<file path="src/rtl/assert_macros.svh">
// ----------------------------------------------------------------------------
// Assertion macros
// Shared concurrent assertion forms, clocked on clk and disabled in reset.
// ----------------------------------------------------------------------------
`ifndef ASSERT_MACROS_SVH
`define ASSERT_MACROS_SVH

// A condition that must hold at every clock edge outside reset.
`define KNN_ASSERT_ALWAYS(lbl, cond, msg) \
    lbl: assert property (@(posedge clk) disable iff (!rst_n) (cond)) else $error(msg);

// A consequence that must hold in the cycle after the trigger.
`define KNN_ASSERT_NEXT(lbl, trig, cons, msg) \
    lbl: assert property (@(posedge clk) disable iff (!rst_n) (trig) |=> (cons)) \
        else $error(msg);

`endif

</file>
<file path="src/rtl/knn_pkg.sv">
// ----------------------------------------------------------------------------
// knn_pkg
// Types, codes and default sizes shared by the nearest-neighbor vote block.
// ----------------------------------------------------------------------------
`timescale 1ns / 1ps

package knn_pkg;

    // Default sizes.
    localparam int DEF_MAX_ENTRIES = 64;
    localparam int DEF_MAX_K       = 16;
    localparam int DEF_MAX_CLASSES = 16;
    localparam int DEF_DIST_BITS   = 32;

    // Fixed field widths.
    localparam int CLASS_W    = 4;
    localparam int VOTES_W    = 5;
    localparam int COUNT_W    = 32;
    localparam int CFG_ADDR_W = 8;
    localparam int CFG_DATA_W = 5;

    localparam int OUT_FIELDS_W = CLASS_W + VOTES_W + 1 + 2 * COUNT_W;
    localparam int OUT_W        = ((OUT_FIELDS_W + 7) / 8) * 8;

    // Configuration register indexes.
    localparam logic [CFG_ADDR_W-1:0] REG_NEIGHBOUR_COUNT = CFG_ADDR_W'(0);
    localparam logic [CFG_ADDR_W-1:0] REG_CLASS_COUNT     = CFG_ADDR_W'(1);

    localparam logic [CFG_DATA_W-1:0] NEIGHBOUR_COUNT_RST = CFG_DATA_W'(1);
    localparam logic [CFG_DATA_W-1:0] CLASS_COUNT_RST     = CFG_DATA_W'(2);

    typedef enum logic [2:0] {
        ST_LOAD,
        ST_CLEAR,
        ST_SCAN,
        ST_SETTLE,
        ST_VOTE_RD,
        ST_VOTE_WR,
        ST_DONE
    } knn_state_t;

    // Strobes from the sequencer to the scan unit.
    typedef struct packed {
        logic wr_en;
        logic rd_en;
        logic init;
        logic commit;
    } scan_ctrl_t;

endpackage

</file>
<file path="src/rtl/knn_scan.sv">
// ----------------------------------------------------------------------------
// knn_scan
// Candidate memory with a registered read, and the nearest-candidate search.
// ----------------------------------------------------------------------------
`timescale 1ns / 1ps

module knn_scan
    import knn_pkg::*;
#(
    parameter int MAX_ENTRIES = DEF_MAX_ENTRIES,
    parameter int MAX_K       = DEF_MAX_K,
    parameter int DIST_BITS   = DEF_DIST_BITS,
    localparam int AW  = $clog2(MAX_ENTRIES),
    localparam int KCW = $clog2(MAX_K + 1)
)
(
    input  logic                 clk,
    input  logic                 rst_n,
    input  scan_ctrl_t           ctrl,
    input  logic [AW-1:0]        wr_addr,
    input  logic [DIST_BITS-1:0] wr_dist,
    input  logic [CLASS_W-1:0]   wr_cls,
    input  logic [AW-1:0]        rd_addr,
    input  logic [KCW-1:0]       scan_idx,
    output logic [CLASS_W-1:0]   pick_cls
);

    localparam int KIW = (MAX_K > 1) ? $clog2(MAX_K) : 1;
    localparam int MW  = DIST_BITS + CLASS_W;

    logic [MW-1:0]        mem_reg [MAX_ENTRIES];
    logic [MW-1:0]        rd_data_reg;
    logic                 cmp_vld_reg;
    logic [AW-1:0]        cmp_idx_reg;
    logic [AW-1:0]        chosen_reg [MAX_K];
    logic [DIST_BITS-1:0] best_reg;
    logic [AW-1:0]        pick_reg;
    logic [CLASS_W-1:0]   pick_cls_reg;
    logic [CLASS_W-1:0]   class0_reg;
    logic                 taken;
    logic                 better;

    always_ff @(posedge clk)
    begin
        if (ctrl.wr_en)
        begin
            mem_reg[wr_addr] <= {wr_cls, wr_dist};
        end
        if (ctrl.rd_en)
        begin
            rd_data_reg <= mem_reg[rd_addr];
            cmp_idx_reg <= rd_addr;
        end
    end

    always_ff @(posedge clk or negedge rst_n)
    begin
        if (!rst_n)
        begin
            cmp_vld_reg <= 1'b0;
        end
        else
        begin
            cmp_vld_reg <= ctrl.rd_en;
        end
    end

    // An entry taken by an earlier scan of this query is skipped.
    always_comb
    begin
        taken = 1'b0;
        for (int l = 0; l < MAX_K; l++)
        begin
            if ((KCW'(l) < scan_idx) && (chosen_reg[l] == cmp_idx_reg))
            begin
                taken = 1'b1;
            end
        end
    end

    assign better = cmp_vld_reg && (rd_data_reg[DIST_BITS-1:0] < best_reg) && !taken;

    always_ff @(posedge clk)
    begin
        if (ctrl.wr_en && (wr_addr == '0))
        begin
            class0_reg <= wr_cls;
        end
        if (ctrl.init)
        begin
            best_reg     <= '1;
            pick_reg     <= '0;
            pick_cls_reg <= class0_reg;
        end
        else if (better)
        begin
            best_reg     <= rd_data_reg[DIST_BITS-1:0];
            pick_reg     <= cmp_idx_reg;
            pick_cls_reg <= rd_data_reg[MW-1:DIST_BITS];
        end
        if (ctrl.commit)
        begin
            chosen_reg[scan_idx[KIW-1:0]] <= pick_reg;
        end
    end

    assign pick_cls = pick_cls_reg;

endmodule

</file>
<file path="src/rtl/knn_vote_classifier.sv">
// ----------------------------------------------------------------------------
// knn_vote_classifier
// k-nearest-neighbor majority vote over one query's candidate distances.
// ----------------------------------------------------------------------------
// Candidates are taken at one transfer per cycle while loading; only the last
// item of a query produces a result. From that last transfer the result is
// built by the vote memory clear, k scans over the n stored entries, and the
// result load; s_tready stays low meanwhile, so the scans set the rate. Reset
// clears the counters, the sequencer and the output valid; the memories are
// written before they are read.
`timescale 1ns / 1ps

module knn_vote_classifier
    import knn_pkg::*;
#(
    parameter int MAX_ENTRIES = DEF_MAX_ENTRIES,
    parameter int MAX_K       = DEF_MAX_K,
    parameter int MAX_CLASSES = DEF_MAX_CLASSES,
    parameter int DIST_BITS   = DEF_DIST_BITS
)
(
    input  logic                  clk,
    input  logic                  rst_n,

    // Configuration write channel.
    input  logic                  cfg_valid,
    output logic                  cfg_ready,
    input  logic [CFG_ADDR_W-1:0] cfg_addr,
    input  logic [CFG_DATA_W-1:0] cfg_data,

    // Candidate stream.
    input  logic                  s_tvalid,
    output logic                  s_tready,
    // From bit 0: distance_value, neighbour_class, query_class, zero fill.
    input  logic [((DIST_BITS + 2 * CLASS_W + 7) / 8) * 8 - 1:0] s_tdata,
    input  logic                  s_tlast,   // last_entry

    // Result stream.
    output logic                  m_tvalid,
    input  logic                  m_tready,
    // From bit 0: predicted_class, winning_votes, mismatch, error_total,
    // query_total, zero fill.
    output logic [OUT_W-1:0]      m_tdata
);

    localparam int AW  = $clog2(MAX_ENTRIES);
    localparam int CW  = $clog2(MAX_ENTRIES + 1);
    localparam int KCW = $clog2(MAX_K + 1);
    localparam int VW  = $clog2(MAX_K + 1);
    localparam int CIW = $clog2(MAX_CLASSES);
    localparam int NCW = $clog2(MAX_CLASSES + 1);

    // ------------------------------------------------------------------------
    // Configuration registers. The port never stalls.
    // ------------------------------------------------------------------------
    logic [CFG_DATA_W-1:0] neighbour_count_reg;
    logic [CFG_DATA_W-1:0] class_count_reg;

    assign cfg_ready = 1'b1;

    always_ff @(posedge clk or negedge rst_n)
    begin
        if (!rst_n)
        begin
            neighbour_count_reg <= NEIGHBOUR_COUNT_RST;
            class_count_reg     <= CLASS_COUNT_RST;
        end
        else if (cfg_valid)
        begin
            unique case (cfg_addr)
                REG_NEIGHBOUR_COUNT: neighbour_count_reg <= cfg_data;
                REG_CLASS_COUNT:     class_count_reg     <= cfg_data;
                default:             ;
            endcase
        end
    end

    // Effective k and class count, clipped to what the hardware holds.
    logic [KCW-1:0] k_eff;
    logic [NCW-1:0] nclass_eff;

    always_comb
    begin
        k_eff = (32'(neighbour_count_reg) > 32'(MAX_K)) ? KCW'(MAX_K)
                                                        : KCW'(neighbour_count_reg);
        if (class_count_reg == '0)
        begin
            nclass_eff = NCW'(1);
        end
        else if (32'(class_count_reg) > 32'(MAX_CLASSES))
        begin
            nclass_eff = NCW'(MAX_CLASSES);
        end
        else
        begin
            nclass_eff = NCW'(class_count_reg);
        end
    end

    // ------------------------------------------------------------------------
    // Input fields.
    // ------------------------------------------------------------------------
    logic [DIST_BITS-1:0] in_dist;
    logic [CLASS_W-1:0]   in_ncls;
    logic [CLASS_W-1:0]   in_qcls;
    logic                 in_fire;

    assign in_dist = s_tdata[DIST_BITS-1:0];
    assign in_ncls = s_tdata[DIST_BITS + CLASS_W - 1:DIST_BITS];
    assign in_qcls = s_tdata[DIST_BITS + 2 * CLASS_W - 1:DIST_BITS + CLASS_W];
    assign in_fire = s_tvalid && s_tready;

    // ------------------------------------------------------------------------
    // Sequencer state and datapath registers.
    // ------------------------------------------------------------------------
    knn_state_t           state_reg, state_next;
    scan_ctrl_t           scan_ctrl;
    logic [CW-1:0]        count_reg;
    logic [CW-1:0]        n_reg;
    logic [CW-1:0]        rd_addr_reg;
    logic [CIW-1:0]       clr_addr_reg;
    logic [KCW-1:0]       scan_reg;
    logic [CLASS_W-1:0]   qcls_reg;
    logic [CLASS_W-1:0]   pick_cls;
    logic [CIW-1:0]       vote_idx_reg;
    logic [VW-1:0]        vote_rd_reg;
    logic [VW-1:0]        vote_inc;
    logic [CIW-1:0]       best_cls_reg;
    logic [VW-1:0]        best_votes_reg;
    logic [VW-1:0]        vote_mem_reg [MAX_CLASSES];
    logic                 vote_we;
    logic [CIW-1:0]       vote_waddr;
    logic [VW-1:0]        vote_wdata;
    logic [CIW-1:0]       pick_idx;
    logic                 out_load;
    logic                 miss;
    logic                 store_ok;

    logic                 m_valid_reg;
    logic [CLASS_W-1:0]   out_cls_reg;
    logic [VOTES_W-1:0]   out_votes_reg;
    logic                 out_miss_reg;
    logic [COUNT_W-1:0]   error_reg;
    logic [COUNT_W-1:0]   query_reg;

    // Items past the memory depth are neither stored nor counted.
    assign store_ok = (32'(count_reg) < 32'(MAX_ENTRIES));

    // Out-of-range neighbor classes vote for class 0.
    assign pick_idx = (32'(pick_cls) >= 32'(nclass_eff)) ? '0 : CIW'(pick_cls);
    assign vote_inc = vote_rd_reg + VW'(1);
    assign miss     = (32'(best_cls_reg) != 32'(qcls_reg));

    // Next state and strobes.
    always_comb
    begin
        state_next       = state_reg;
        s_tready         = 1'b0;
        scan_ctrl.wr_en  = 1'b0;
        scan_ctrl.rd_en  = 1'b0;
        scan_ctrl.init   = 1'b0;
        scan_ctrl.commit = 1'b0;
        out_load         = 1'b0;
        unique case (state_reg)
            ST_LOAD:
            begin
                s_tready        = 1'b1;
                scan_ctrl.wr_en = s_tvalid && store_ok;
                if (s_tvalid && s_tlast)
                begin
                    state_next = ST_CLEAR;
                end
            end
            ST_CLEAR:
            begin
                if (32'(clr_addr_reg) == 32'(MAX_CLASSES - 1))
                begin
                    scan_ctrl.init = 1'b1;
                    state_next     = (k_eff == '0) ? ST_DONE : ST_SCAN;
                end
            end
            ST_SCAN:
            begin
                scan_ctrl.rd_en = 1'b1;
                if (rd_addr_reg == n_reg - CW'(1))
                begin
                    state_next = ST_SETTLE;
                end
            end
            ST_SETTLE:
            begin
                state_next = ST_VOTE_RD;
            end
            ST_VOTE_RD:
            begin
                scan_ctrl.commit = 1'b1;
                state_next       = ST_VOTE_WR;
            end
            ST_VOTE_WR:
            begin
                if (scan_reg + KCW'(1) == k_eff)
                begin
                    state_next = ST_DONE;
                end
                else
                begin
                    scan_ctrl.init = 1'b1;
                    state_next     = ST_SCAN;
                end
            end
            ST_DONE:
            begin
                if (!m_valid_reg || m_tready)
                begin
                    out_load   = 1'b1;
                    state_next = ST_LOAD;
                end
            end
            default:
            begin
                state_next = ST_LOAD;
            end
        endcase
    end

    always_ff @(posedge clk or negedge rst_n)
    begin
        if (!rst_n)
        begin
            state_reg <= ST_LOAD;
            count_reg <= '0;
        end
        else
        begin
            state_reg <= state_next;
            if (in_fire)
            begin
                if (s_tlast)
                begin
                    count_reg <= '0;
                end
                else if (store_ok)
                begin
                    count_reg <= count_reg + CW'(1);
                end
            end
        end
    end

    // Per-query registers. The vote memory is read in ST_VOTE_RD and written in
    // ST_VOTE_WR, and the next read of it comes after the write, so its
    // read-modify-write never overlaps.
    always_ff @(posedge clk)
    begin
        if (in_fire && s_tlast)
        begin
            n_reg          <= store_ok ? count_reg + CW'(1) : count_reg;
            qcls_reg       <= in_qcls;
            clr_addr_reg   <= '0;
            scan_reg       <= '0;
            best_cls_reg   <= '0;
            best_votes_reg <= '0;
        end
        if (state_reg == ST_CLEAR)
        begin
            clr_addr_reg <= clr_addr_reg + CIW'(1);
        end
        if (scan_ctrl.init)
        begin
            rd_addr_reg <= '0;
        end
        else if (scan_ctrl.rd_en)
        begin
            rd_addr_reg <= rd_addr_reg + CW'(1);
        end
        if (state_reg == ST_VOTE_RD)
        begin
            vote_rd_reg  <= vote_mem_reg[pick_idx];
            vote_idx_reg <= pick_idx;
        end
        if (state_reg == ST_VOTE_WR)
        begin
            scan_reg <= scan_reg + KCW'(1);
            // Counts only grow, so keeping the leader on each increment,
            // lower class first on a tie, gives the earliest class with the
            // most votes at the end.
            if ((vote_inc > best_votes_reg)
                || ((vote_inc == best_votes_reg) && (vote_idx_reg < best_cls_reg)))
            begin
                best_votes_reg <= vote_inc;
                best_cls_reg   <= vote_idx_reg;
            end
        end
    end

    // Vote memory: one write port shared by the clearing sweep and the votes.
    always_comb
    begin
        vote_we    = (state_reg == ST_CLEAR) || (state_reg == ST_VOTE_WR);
        vote_waddr = (state_reg == ST_CLEAR) ? clr_addr_reg : vote_idx_reg;
        vote_wdata = (state_reg == ST_CLEAR) ? '0 : vote_inc;
    end

    always_ff @(posedge clk)
    begin
        if (vote_we)
        begin
            vote_mem_reg[vote_waddr] <= vote_wdata;
        end
    end

    // ------------------------------------------------------------------------
    // Candidate memory and the scan compare.
    // ------------------------------------------------------------------------
    knn_scan #(
        .MAX_ENTRIES (MAX_ENTRIES),
        .MAX_K       (MAX_K),
        .DIST_BITS   (DIST_BITS)
    ) u_scan (
        .clk      (clk),
        .rst_n    (rst_n),
        .ctrl     (scan_ctrl),
        .wr_addr  (count_reg[AW-1:0]),
        .wr_dist  (in_dist),
        .wr_cls   (in_ncls),
        .rd_addr  (rd_addr_reg[AW-1:0]),
        .scan_idx (scan_reg),
        .pick_cls (pick_cls)
    );

    // ------------------------------------------------------------------------
    // Output register and running counters. A finished result waits here so
    // that the next query can load while it is pending.
    // ------------------------------------------------------------------------
    always_ff @(posedge clk or negedge rst_n)
    begin
        if (!rst_n)
        begin
            m_valid_reg <= 1'b0;
            error_reg   <= '0;
            query_reg   <= '0;
        end
        else
        begin
            if (out_load)
            begin
                m_valid_reg <= 1'b1;
                if (miss && (error_reg != '1))
                begin
                    error_reg <= error_reg + COUNT_W'(1);
                end
                if (query_reg != '1)
                begin
                    query_reg <= query_reg + COUNT_W'(1);
                end
            end
            else if (m_tready)
            begin
                m_valid_reg <= 1'b0;
            end
        end
    end

    always_ff @(posedge clk)
    begin
        if (out_load)
        begin
            out_cls_reg   <= CLASS_W'(best_cls_reg);
            out_votes_reg <= VOTES_W'(best_votes_reg);
            out_miss_reg  <= miss;
        end
    end

    assign m_tvalid = m_valid_reg;
    assign m_tdata  = OUT_W'({query_reg, error_reg, out_miss_reg, out_votes_reg, out_cls_reg});

    // ------------------------------------------------------------------------
    // Assertions.
    // ------------------------------------------------------------------------
`include "assert_macros.svh"

    `KNN_ASSERT_ALWAYS(a_count_bound, (32'(count_reg) <= 32'(MAX_ENTRIES)), "entry count past depth")
    `KNN_ASSERT_ALWAYS(a_scan_addr, (!scan_ctrl.rd_en || (rd_addr_reg < n_reg)), "scan past entries")
    `KNN_ASSERT_ALWAYS(a_votes_bound, ((state_reg == ST_LOAD) || (32'(best_votes_reg) <= 32'(scan_reg))), "votes exceed scans")
    `KNN_ASSERT_NEXT(a_query_count, out_load, ((query_reg == $past(query_reg) + COUNT_W'(1)) || ($past(query_reg) == '1)), "query count not advanced")

endmodule

</file>
<file path="config.mk">
export PLATFORM = sky130hd
export DESIGN_NAME = knn_vote_classifier
export DESIGN_NICKNAME = d
export VERILOG_FILES = /design/src/rtl/knn_pkg.sv /design/src/rtl/knn_scan.sv /design/src/rtl/knn_vote_classifier.sv
export VERILOG_INCLUDE_DIRS = /design/src /design/src/rtl
export SDC_FILE = /design/constraint.sdc
export NUM_CORES = 2
export LEC_CHECK = 0
export CAP_MARGIN = 20
export CELL_PAD_IN_SITES_DETAIL_PLACEMENT = 1
export CELL_PAD_IN_SITES_GLOBAL_PLACEMENT = 1
export CORE_ASPECT_RATIO = 0.75
export CORE_UTILIZATION = 45
export CTS_BUF_LIST = sky130_fd_sc_hd__clkbuf_8 sky130_fd_sc_hd__clkbuf_16
export DETAILED_ROUTE_END_ITERATION = 10
export DONT_BUFFER_PORTS = 1
export PLACE_DENSITY_LB_ADDON = 0.08
export SYNTH_ARGS = -nofsm -noshare
export SYNTH_HDL_FRONTEND = slang
export SYNTH_HIERARCHICAL = 1
export SYNTH_SLANG_ARGS = --single-unit
</file>
<file path="constraint.sdc">
create_clock -name clk -period 6 [get_ports clk]
set_input_delay 0.3 -clock clk [delete_from_list [all_inputs] [get_ports clk]]
set_output_delay 0.3 -clock clk [all_outputs]
set_load 0.02 [all_outputs]
</file>
==> metrics.cfg <==
[outcome]
outcome=finished clean

[critical_path]
crit_required_ns=6.53
arrival_ns=5.02
r2r_end=u_scan/mem_reg[40][28]
cp-end-kind=flip-flop
crit_fanout=21
r2r_slack_ns=1.52
rr_worst_depth=7
worstSetupPathType=flip-flop to flip-flop
reg2reg_from=state_reg[0]
cp-start-kind=flip-flop

[route]
drcViolationCount=0
drtPass1Iterations=7
via_per_inst=6.003
wirelength_um=285500
initialDrtViolationCount=5449
via_count=50950
routedWlPerCell_um=33.64
final_antenna_net_count=0

[global_route]
grt_usage_pct=24.19
grt_pass1_vias=52600
grt_pass1_wl_um=405900
antenna_found_initial=8
grt_overflow_total=0
grt_max_degree=87

[power_and_ir_drop]
netSwitchingFraction_pct=27.54
p_clk_share_pct=33.4
p_leak_nw=38.33
cellPowerDensity_nw_per_um2=409.1
peakVddDrop_mv=0.2643
p_int_w=0.03596
pwr-share-seq_pct=45.1
power_frac_comb_pct=21.6
switching_power_w=0.01367

[clock_network]
htreeDepth=5
cts_resized=0
tritoncts.num_buffers=278
clk_pin_slew_worst_paths_ns=0.06
cts_setup_buffers=0
cts_tree=yes
clock_path_buffers=4
clk_latency_ns=0.88
cts_sinks=2709
cts_root_buf=clkbuf_16

[synth]
synth_cells=4870
ys_seq_area_share_pct=75.79
syn-mean-instance-area_sq_um=21.78
synth_seq_cells=2709
synth_top_flop_cell=edfxtp_1
async_reset_ff_share_pct=3.175
synth_area_sq_um=106100
ys_types=81
ys_warn_count=6
synth-edff-count=2569

[floorplanning]
core_sq_um=233000
row_count=153
chipWidth_um=562.6
num_io_pins=142
initial_utilization_pct=45.52
dieHeight_um=422.4
die_area_sq_um=237600

[layout]
largest_register_ffs=2304
fin_area_sq_um=121300
num-nets-final=5284
drive_gt1_share_pct=27.14
area.growth.synth_to_final_pct=14.41

[timing]
drv_slew=0
finalCriticalPeriod_ns=4.481
max_freq_mhz=223.2
post-route-period-util_pct=74.69
rsz0062_at_grt=false
hold_violations=0
slew_headroom_pct=20.66
max_slew.worst_pin.slew_ns=1.190
finClkSkew_ns=0.04719
setup_viol=0
tns_ns=0

[placed_design]
numPortBuffers=0
routabilityCongestion=0.7684
place_hpwl_um=165200
place_area_sq_um=111200

[worst_hold_path]
worst_hold_path_type=input port to flip-flop
min_delay_path_depth=4
hold_end=state_reg[1]
min_from=m_tready

[job]
drv_cap=0

==> routing by layer <==
metal	up-vias	global-route usage (%)	wire, um
met2	1748	36.25	128700
met3	382	3.850	18920
li1	20820	-	-
met4	2	5.549	6697
met1	27990	37.39	131200
met5	-	0	10
==> worst max-delay path by stage <==
stage	startpoint	endpoint	slack [ns]
floorplan	state_reg[0]	u_scan/mem_reg[39][0]	1.60
global placement	state_reg[0]	u_scan/mem_reg[40][18]	1.58
detailed placement	state_reg[0]	u_scan/mem_reg[40][21]	1.53
CTS	state_reg[0]	u_scan/mem_reg[40][8]	1.51
global route	state_reg[0]	u_scan/mem_reg[41][17]	1.26
finish	state_reg[0]	u_scan/mem_reg[40][28]	1.52
==> critical path, stage by stage, from the launching register on <==
cell     delay, ns
dfrtp_1       0.54
nor3_1        0.25
buf_4         0.22
nand2_1       0.21
nor2_1        0.87
nand3_1       0.85
nor2_4        0.88
buf_12        0.32
==> metrics by stage <==
stage	total power (W)	utilization, %	hold WS (ns)	worst slack, ns	cells
after CTS	0.05023	52.07	0.006721	1.507	8482
after global routing	0.05146	52.08	0.05427	1.263	8484
after detailed placement	0.03326	47.72	0.007039	1.534	7899
final	0.04964	52.08	0.06912	1.519	8487
after global placement	0.03318	47.72	0.007319	1.582	7898
after floorplan	0.02990	-	0.004409	1.599	4875
==> layout make-up <==
cell class | instances | area [sq um]
inverters | 72 | 275.3
clock buffers | 293 | 7219
multi-input cells | 1852 | 24830
clock inverters | 196 | 1328
repair buffers | 261 | 3391
diodes | 4 | 10.01
well taps | 3100 | 3879
flip-flops and latches | 2709 | 80400
fillers | 20030 | 111600
==> Yosys cell counts, types with 4 or more instances <==
library cell / count / area share, %
edfxtp_1: 2569 / 73
mux4_2: 750 / 16
nor2_1: 240 / 0.85
clkbuf_1: 121 / 0.43
xnor2_1: 111 / 0.92
nand2_1: 85 / 0.30
dfrtp_1: 84 / 2.0
buf_2: 80 / 0.38
mux2i_1: 75 / 0.71
xor2_1: 75 / 0.62
inv_1: 71 / 0.25
dfxtp_1: 54 / 1.0
nand3_1: 53 / 0.25
ha_1: 51 / 0.60
nand4_1: 41 / 0.24
o21ai_0: 35 / 0.17
nor3_1: 33 / 0.16
mux2_2: 32 / 0.34
nand2b_1: 27 / 0.16
a21oi_1: 24 / 0.11
buf_1: 22 / 0.078
nor4_1: 18 / 0.11
o211ai_1: 18 / 0.13
buf_4: 16 / 0.11
a31oi_1: 14 / 0.083
and2_1: 13 / 0.077
and3_1: 13 / 0.077
nor2b_1: 13 / 0.077
a21o_1: 9 / 0.064
or3_1: 9 / 0.053
and4_1: 8 / 0.066
nand3b_1: 8 / 0.057
nor3b_1: 7 / 0.050
o21a_1: 7 / 0.050
a221oi_1: 5 / 0.041
nand4b_1: 5 / 0.041
o32ai_1: 5 / 0.041
a211o_1: 4 / 0.033
a211oi_1: 4 / 0.028
==> power by group through the flow <==
stage                     Sequential, W  Combinational [W]  Clock (W)
final                            0.0224             0.0107     0.0166
after global routing             0.0224             0.0115     0.0176
after CTS                        0.0224             0.0109     0.0169
after detailed placement         0.0228             0.0105          0
after global placement           0.0227             0.0104          0
after floorplan                  0.0222            0.00767          0
==> placed cells by master, fill, tap and decap left out, types with 75 or more instances in the layout <==
cell type  instances
inv_1            130
xnor2_1          111
mux2i_1           75
nand2_1           85
xor2_1            75
mux4_2           750
dfrtp_1           84
nor2_1           176
buf_4            122
edfxtp_1        2569
clkbuf_16        283
==> cell families (layout without fill, tap and decap cells) <==
group | Yosys count | in the layout | share of synthesized area [%]
compound gates | 145 | 145 | 0.9049
buf+inv | 314 | 822 | 1.292
fa+ha+maj | 51 | 51 | 0.6017
other cells | 2 | 11 | 0.007082
flops | 2709 | 2709 | 75.79
mux | 858 | 858 | 16.99
simple gates | 603 | 603 | 2.842
xor+xnor | 188 | 188 | 1.573
==> timing repair <==
item,4_1_cts,5_1_grt
endpoints found under the setup margin,0,0
hold buffers,94,0
endpoints found under the hold margin,2422,0
Note: power is estimated with default switching activity, not from simulation.
